--- config.mk ---
export PLATFORM = sky130hd
export DESIGN_NAME = motor_channel_overspeed_drive_core
export DESIGN_NICKNAME = d
export VERILOG_FILES = /design/src/rtl/core/mcod_pkg.sv /design/src/rtl/core/mcod_datapath.sv /design/src/rtl/core/motor_channel_overspeed_drive_core.sv
export SDC_FILE = /design/constraint.sdc
export NUM_CORES = 1
export LEC_CHECK = 0
export CORE_ASPECT_RATIO = 0.5
export CORE_UTILIZATION = 60
export DETAILED_ROUTE_END_ITERATION = 6
export DONT_BUFFER_PORTS = 1
export PLACE_DENSITY = 0.75
export SETUP_SLACK_MARGIN = 0.5
export SYNTH_ARGS = -nofsm -noshare
export SYNTH_HDL_FRONTEND = slang
export SYNTH_HIERARCHICAL = 1
export SYNTH_SLANG_ARGS = --single-unit
--- constraint.sdc ---
create_clock -name clk -period 29.1 [get_ports clk]
set_input_delay 2.91 -clock clk [delete_from_list [all_inputs] [get_ports clk]]
set_output_delay 2.91 -clock clk [all_outputs]
set_load 0.01 [all_outputs]
--- src/rtl/core/mcod_pkg.sv ---
// ---------------------------------------------------------------------------
// mcod_pkg: shared types and constants of the motor channel drive core
// Item layouts of both streams, register indexes and filter weights.
// ---------------------------------------------------------------------------
package mcod_pkg;

	// configuration register indexes
	localparam logic [1:0] REG_SPEED_LIMIT     = 2'd0;
	localparam logic [1:0] REG_OVERSPEED_THR   = 2'd1;
	localparam logic [1:0] REG_REVERSE_POL     = 2'd2;

	localparam logic [13:0] SPEED_LIMIT_RST    = 14'd8000;
	localparam logic [15:0] OVERSPEED_THR_RST  = 16'd4000;

	// low-pass weights, q8: 0.7 and 0.3
	localparam logic signed [8:0] W_OLD = 9'sd179;
	localparam logic signed [8:0] W_NEW = 9'sd77;

	// consecutive overspeed ticks that cut the drive
	localparam logic [3:0] RUN_LIMIT = 4'd10;

	// input item, last field in the lowest bits
	typedef struct packed {
		logic signed [14:0] commanded_speed;
		logic               encoder_direction;
		logic        [15:0] encoder_count;
	} in_item_t;

	// result item, last field in the lowest bits, padded to whole bytes
	typedef struct packed {
		logic        [2:0]  pad;
		logic signed [24:0] filtered_speed;
		logic               overspeed_fault;
		logic signed [14:0] applied_speed;
		logic        [13:0] reverse_duty;
		logic        [13:0] forward_duty;
	} out_item_t;

	typedef struct packed {
		logic [13:0] speed_limit;
		logic [15:0] overspeed_threshold;
		logic        reverse_polarity;
	} cfg_t;

endpackage

--- src/rtl/core/mcod_datapath.sv ---
// ---------------------------------------------------------------------------
// mcod_datapath: filter, overspeed run and pwm split for one item
// Combinational step from the registered item and current state to the
// next state and the result item.
// ---------------------------------------------------------------------------
module mcod_datapath import mcod_pkg::*; (
	input  in_item_t           item,
	input  cfg_t               cfg,
	input  logic signed [24:0] est_q,
	input  logic        [3:0]  run_q,
	output logic signed [24:0] est_d,
	output logic        [3:0]  run_d,
	output out_item_t          result
);

	logic signed [16:0] sample;
	logic signed [24:0] sample_q8;
	logic signed [33:0] acc;
	logic        [24:0] mag;
	logic               over;
	logic               fault;
	logic signed [15:0] cmd;
	logic signed [15:0] lim;
	logic signed [15:0] clamped;

	always_comb begin
		if (item.encoder_direction == cfg.reverse_polarity) begin
			sample = $signed({1'b0, item.encoder_count});
		end else begin
			sample = -$signed({1'b0, item.encoder_count});
		end
	end

	assign sample_q8 = $signed({sample, 8'h00});
	assign acc       = W_OLD * est_q + W_NEW * sample_q8;
	// floor division by 256; weights sum to 256 so the result stays in range
	assign est_d     = acc[32:8];

	assign mag  = est_d[24] ? 25'(-est_d) : 25'(est_d);
	assign over = mag >= {1'b0, cfg.overspeed_threshold, 8'h00};

	always_comb begin
		if (!over) begin
			run_d = '0;
		end else if (run_q < RUN_LIMIT) begin
			run_d = run_q + 4'd1;
		end else begin
			run_d = run_q;
		end
	end

	assign fault = run_d >= RUN_LIMIT;

	assign cmd = 16'(item.commanded_speed);
	assign lim = $signed({2'b00, cfg.speed_limit});

	always_comb begin
		if (cmd >= lim) begin
			clamped = lim;
		end else if (cmd <= -lim) begin
			clamped = -lim;
		end else begin
			clamped = cmd;
		end
	end

	always_comb begin
		result                 = '0;
		result.filtered_speed  = est_d;
		result.overspeed_fault = fault;
		if (!fault) begin
			result.applied_speed = clamped[14:0];
			if (clamped[15]) begin
				result.reverse_duty = 14'(-clamped);
			end else begin
				result.forward_duty = clamped[13:0];
			end
		end
	end

endmodule

--- src/rtl/core/motor_channel_overspeed_drive_core.sv ---
// ---------------------------------------------------------------------------
// motor_channel_overspeed_drive_core: one h-bridge motor channel
// Encoder speed low-pass filter, overspeed cutoff and pwm duty split.
// ---------------------------------------------------------------------------
//  channel   | signals                          | item
//  ----------+----------------------------------+------------------------------
//  s_axis    | tvalid tready tdata[31:0]        | encoder sample and command
//  m_axis    | tvalid tready tdata[71:0]        | duties, speed, fault, filter
//  cfg       | cfg_we cfg_index[1:0] cfg_data   | register write, no read-back
//
//  one item per cycle while m_axis does not stall; an accepted item passes
//  the input register, then the result register holding the filter/clamp step,
//  before it shows on m_axis; filter state and overspeed run update when an
//  item moves into the result register; a stalled result holds while one more
//  item waits in the input register, so s_axis_tready drops only when both are
//  full and m_axis stalls; arst_n clears filter state, run count and valids
//  and sets config to its reset values; item and result data regs are not reset
// ---------------------------------------------------------------------------
module motor_channel_overspeed_drive_core import mcod_pkg::*; (
	input  logic        clk,
	input  logic        arst_n,
	input  logic        s_axis_tvalid,
	output logic        s_axis_tready,
	// encoder_count[15:0], encoder_direction[16], commanded_speed[31:17]
	input  logic [31:0] s_axis_tdata,
	output logic        m_axis_tvalid,
	input  logic        m_axis_tready,
	// forward_duty[13:0], reverse_duty[27:14], applied_speed[42:28],
	// overspeed_fault[43], filtered_speed[68:44], zero pad[71:69]
	output logic [71:0] m_axis_tdata,
	input  logic        cfg_we,
	input  logic [1:0]  cfg_index,
	input  logic [15:0] cfg_data
);

	cfg_t               cfg_q;
	in_item_t           item_s1;
	logic               valid_s1;
	out_item_t          result_s2;
	logic               valid_s2;
	logic signed [24:0] est_q;
	logic        [3:0]  run_q;
	logic signed [24:0] est_d;
	logic        [3:0]  run_d;
	out_item_t          result_d;
	logic               adv_s2;
	logic               take_in;

	always_ff @(posedge clk or negedge arst_n) begin
		if (!arst_n) begin
			cfg_q.speed_limit         <= SPEED_LIMIT_RST;
			cfg_q.overspeed_threshold <= OVERSPEED_THR_RST;
			cfg_q.reverse_polarity    <= 1'b0;
		end else if (cfg_we) begin
			case (cfg_index)
				REG_SPEED_LIMIT:   cfg_q.speed_limit         <= cfg_data[13:0];
				REG_OVERSPEED_THR: cfg_q.overspeed_threshold <= cfg_data;
				REG_REVERSE_POL:   cfg_q.reverse_polarity    <= cfg_data[0];
				default: ;
			endcase
		end
	end

	assign adv_s2        = valid_s1 && (!valid_s2 || m_axis_tready);
	assign s_axis_tready = !valid_s1 || adv_s2;
	assign take_in       = s_axis_tvalid && s_axis_tready;

	always_ff @(posedge clk or negedge arst_n) begin
		if (!arst_n) begin
			valid_s1 <= 1'b0;
		end else if (take_in) begin
			valid_s1 <= 1'b1;
		end else if (adv_s2) begin
			valid_s1 <= 1'b0;
		end
	end

	always_ff @(posedge clk) begin
		if (take_in) begin
			item_s1 <= in_item_t'(s_axis_tdata);
		end
	end

	mcod_datapath u_datapath (
		.item   (item_s1),
		.cfg    (cfg_q),
		.est_q  (est_q),
		.run_q  (run_q),
		.est_d  (est_d),
		.run_d  (run_d),
		.result (result_d)
	);

	always_ff @(posedge clk or negedge arst_n) begin
		if (!arst_n) begin
			est_q    <= '0;
			run_q    <= '0;
			valid_s2 <= 1'b0;
		end else begin
			if (adv_s2) begin
				est_q    <= est_d;
				run_q    <= run_d;
				valid_s2 <= 1'b1;
			end else if (m_axis_tready) begin
				valid_s2 <= 1'b0;
			end
		end
	end

	always_ff @(posedge clk) begin
		if (adv_s2) begin
			result_s2 <= result_d;
		end
	end

	assign m_axis_tvalid = valid_s2;
	assign m_axis_tdata  = result_s2;

endmodule
==> impl_metrics.csv <==
group,metric,value,unit
placement,portBuffers,0,
floorplan,rows,42,
detailed_routing,vias,11300,
sta,tightest_slew,1.16,ns
yosys,ys_seq_elements,166,
sta,fin_ws,17.25,ns
worst_setup_path,cp_common_cell,"ha_1",
worst_setup_path,cpMaxStageDelayCell,"o22ai_4",
detailed_routing,drtPass1Iterations,5,
worst_setup_path,cp_top_family,"adder cells",
sta,setup_tns,0,ns
cells_and_area,postLayoutCoreUtil,64.0,%
worst_setup_path,required,29.25,ns
worst_setup_path,worstPathMaxFanout,44,
yosys,synth_edf_count,104,
worst_setup_path,crit_buf_inv,3,
clock_network,cts_tree,"done",
yosys,synthFlopType,"edfxtp_1",
worst_setup_path,path_class,"flip-flop to flip-flop",
yosys,yosysUniqueCellTypes,91,
sta,maxSlewHeadroom,23.0,%
detailed_routing,via_per_inst,6.00,
detailed_routing,route.detailed.drc,0,
yosys,yosys.area_share.simple,11.0,%
floorplan,chipHeight,118,µm
hold_path,hold_path_class,"flip-flop to flip-flop",
run_status,outcome,"complete, no violations",
worst_setup_path,r2r_slack,17.25,ns
sta,fin_worst_skew,0.0133,ns
cells_and_area,area_growth,4.37,%
clock_network,postCtsSetupBuffers,0,
clock_network,ctsResizeCount,0,
worst_setup_path,timing.rr.end,"m_axis_tdata[25]$_DFFE_PP_",
worst_setup_path,end_kind,"flip-flop",
clock_network,cts.path.max_buffers,2,
grt,track_usage,28.1,%
sta,rsz0062_at_grt,"false",
clock_network,h-tree-depth,4,
detailed_routing,drt_iter0_markers,939,
detailed_routing,wl_per_cell,19.7,µm
floorplan,ios,129,
worst_setup_path,timing.rr.start,"item_s1[0]$_DFFE_PP_",
floorplan,die-area,27800,µm²
worst_setup_path,cp_slowest_stage_delay,0.90,ns
clock_network,cts.hold.buffers_added,0,
clock_network,root_buffer,"clkbuf_16",
hold_path,hold_path_startpoint,"valid_s1$_DFFE_PN0P_",
yosys,synth_top_family_by_area,"adder cells",
yosys,syn_area_per_cell,10.5,µm²
clock_network,cts.clk_slew.worst_paths,0.07,ns
sta,layout_min_cycle_time,11.85,ns
sta,fin_crit_sh,40.7,%
cells_and_area,drive_above_1_share,9.97,%
yosys,synth_compound_area_share,11.1,%
worst_setup_path,cp-start-kind,"flip-flop",
placement,place_ws,17.43,ns
grt,grt_max_degree,63,
sta,setup_viol,0,
floorplan,die_x,235,µm
placement,place_congestion,0.890,
floorplan,start_util,61.3,%
yosys,synth-async-reset-ratio,37.3,%
worst_setup_path,cp_data_arrival_time,12.00,ns
yosys,syn-cell-area,16200,µm²
sta,max_freq,0.0844,GHz
hold_path,worstHoldPathCells,1,
yosys,synth_mux_area_share,5.36,%
grt,grt_pass1_wl,60500,µm
placement,hpwl,29600,µm
grt,grt_overflow_total,0,
cells_and_area,fin_nets,1889,
grt,grt_pass1_vias,11700,
yosys,synth-xor-area-share,5.48,%
worst_setup_path,ff2ff_path_depth,39,
hold_path,min_to,"m_axis_tvalid$_DFFE_PN0P_",
sta,slew_viol_final,0,
yosys,syn_inst,1548,
clock_network,numCtsBuffers,17,
detailed_routing,wirelength,37100,µm
grt,antenna_found_initial,1,
run,cap_viol_max_count,0,
detailed_routing,drtAntennaViolNets,0,
clock_network,clock_latency,0.45,ns
clock_network,clkSinkCount,166,
floorplan,coreArea,26500,µm²
sta,hold_viol_final,0,
yosys,yosys_warnings,6,
yosys,synth-seq-area-share,28.9,%
yosys,synth_fa_ha_area_share,30.3,%
-- per-layer routing --
metal	track usage (%)	wire, µm	vias to the layer above
met5	0	0	-
met4	6.69	669	0
met3	5.96	2280	54
met2	45.6	17400	350
met1	38.4	16700	5574
li1	-	-	5308
-- stage by stage --
step	hold WS (ns)	area, µm²	std cells
CTS	0.501	16900	1877
global route	0.530	16900	1877
global placement	0.467	16300	1845
floorplan	0.457	16200	1550
detailed placement	0.484	16300	1845
finish	0.503	16900	1880
-- cells in the mapped netlist, types with 8 or more instances --
cell type	number	area share, %
inv_1	230	5.3
ha_1	203	16
fa_1	119	15
edfxtp_1	104	19
nor2_1	72	1.7
nand2_1	70	1.6
xnor2_1	70	3.8
mux2_2	63	4.4
a21oi_1	53	1.6
dfrtp_1	50	7.7
o21ai_0	40	1.2
nor3_1	37	1.1
buf_4	30	1.4
nand3_1	29	0.89
xor2_1	27	1.5
a21o_1	19	0.88
nand2b_1	18	0.69
o211ai_1	18	0.83
buf_2	16	0.49
mux2i_1	16	0.99
nand4_1	15	0.58
or3_1	15	0.58
and3_1	13	0.50
dfstp_2	12	1.9
nor2b_1	11	0.42
a22o_1	9	0.49
and2_1	9	0.35
clkbuf_1	9	0.21
o21a_1	9	0.42
o31ai_1	9	0.42
a22oi_1	8	0.37
-- cell usage in the layout (no fill, tap or decap), types with 16 or more instances in the layout --
| cell | count |
|---|---|
| inv_1 | 229 |
| ha_1 | 203 |
| fa_1 | 119 |
| edfxtp_1 | 104 |
| nor2_1 | 72 |
| nand2_1 | 70 |
| xnor2_1 | 70 |
| mux2_2 | 63 |
| a21oi_1 | 53 |
| dfrtp_1 | 50 |
| o21ai_0 | 40 |
| nor3_1 | 37 |
| nand3_1 | 29 |
| xor2_1 | 27 |
| a21o_1 | 19 |
| nand2b_1 | 18 |
| clkbuf_16 | 18 |
| o211ai_1 | 18 |
| mux2i_1 | 16 |
-- worst register-to-register path: cells and delay by family, from the launching register on --
kind,cells,cell delay (ns)
fa+ha+maj,8,3.25
compound gates,11,3.21
simple gates,14,2.98
xor+xnor,3,1.41
flops,1,0.50
buf+inv,3,0.21
-- logic make-up (layout without fill, tap and decap cells) --
kind of cell | count (synthesis) | in the layout
other cells | 1 | 6
buf+inv | 293 | 268
compound gates | 250 | 250
simple gates | 338 | 338
flops | 166 | 166
xor+xnor | 99 | 99
fa+ha+maj | 322 | 322
mux | 79 | 79
-- area by class of cell --
type / instances / area [µm²]
diodes: 3 / 7.51
clock buffers: 20 / 468
clock inverters: 12 / 136
fillers: 2109 / 9550
inverters: 231 / 867
multi-input cells: 1091 / 10300
flip-flops and latches: 166 / 4690
well taps: 352 / 440
repair buffers: 5 / 37.5
-- sequential cells by signal (all words and copies together), names as in the netlist --
name,cells
m_axis_tdata,72
item_s1,32
cfg_q,31
est_q,25
run_q,4
m_axis_tvalid,1
valid_s1,1
-- worst max path at each step --
stage,from,slack (ns),depth (start not counted),end
floorplan,item_s1[0]$_DFFE_PP_,19.32,40,m_axis_tdata[16]$_DFFE_PP_
global placement,item_s1[0]$_DFFE_PP_,17.93,38,m_axis_tdata[42]$_DFFE_PP_
detailed placement,item_s1[0]$_DFFE_PP_,17.43,39,m_axis_tdata[21]$_DFFE_PP_
CTS,item_s1[0]$_DFFE_PP_,17.37,39,m_axis_tdata[0]$_DFFE_PP_
global route,item_s1[0]$_DFFE_PP_,16.33,40,m_axis_tdata[0]$_DFFE_PP_
finish,item_s1[0]$_DFFE_PP_,17.25,39,m_axis_tdata[25]$_DFFE_PP_
Power is not shown: default switching activity piles up to over one toggle a cycle in this logic, so the estimate is an artifact.
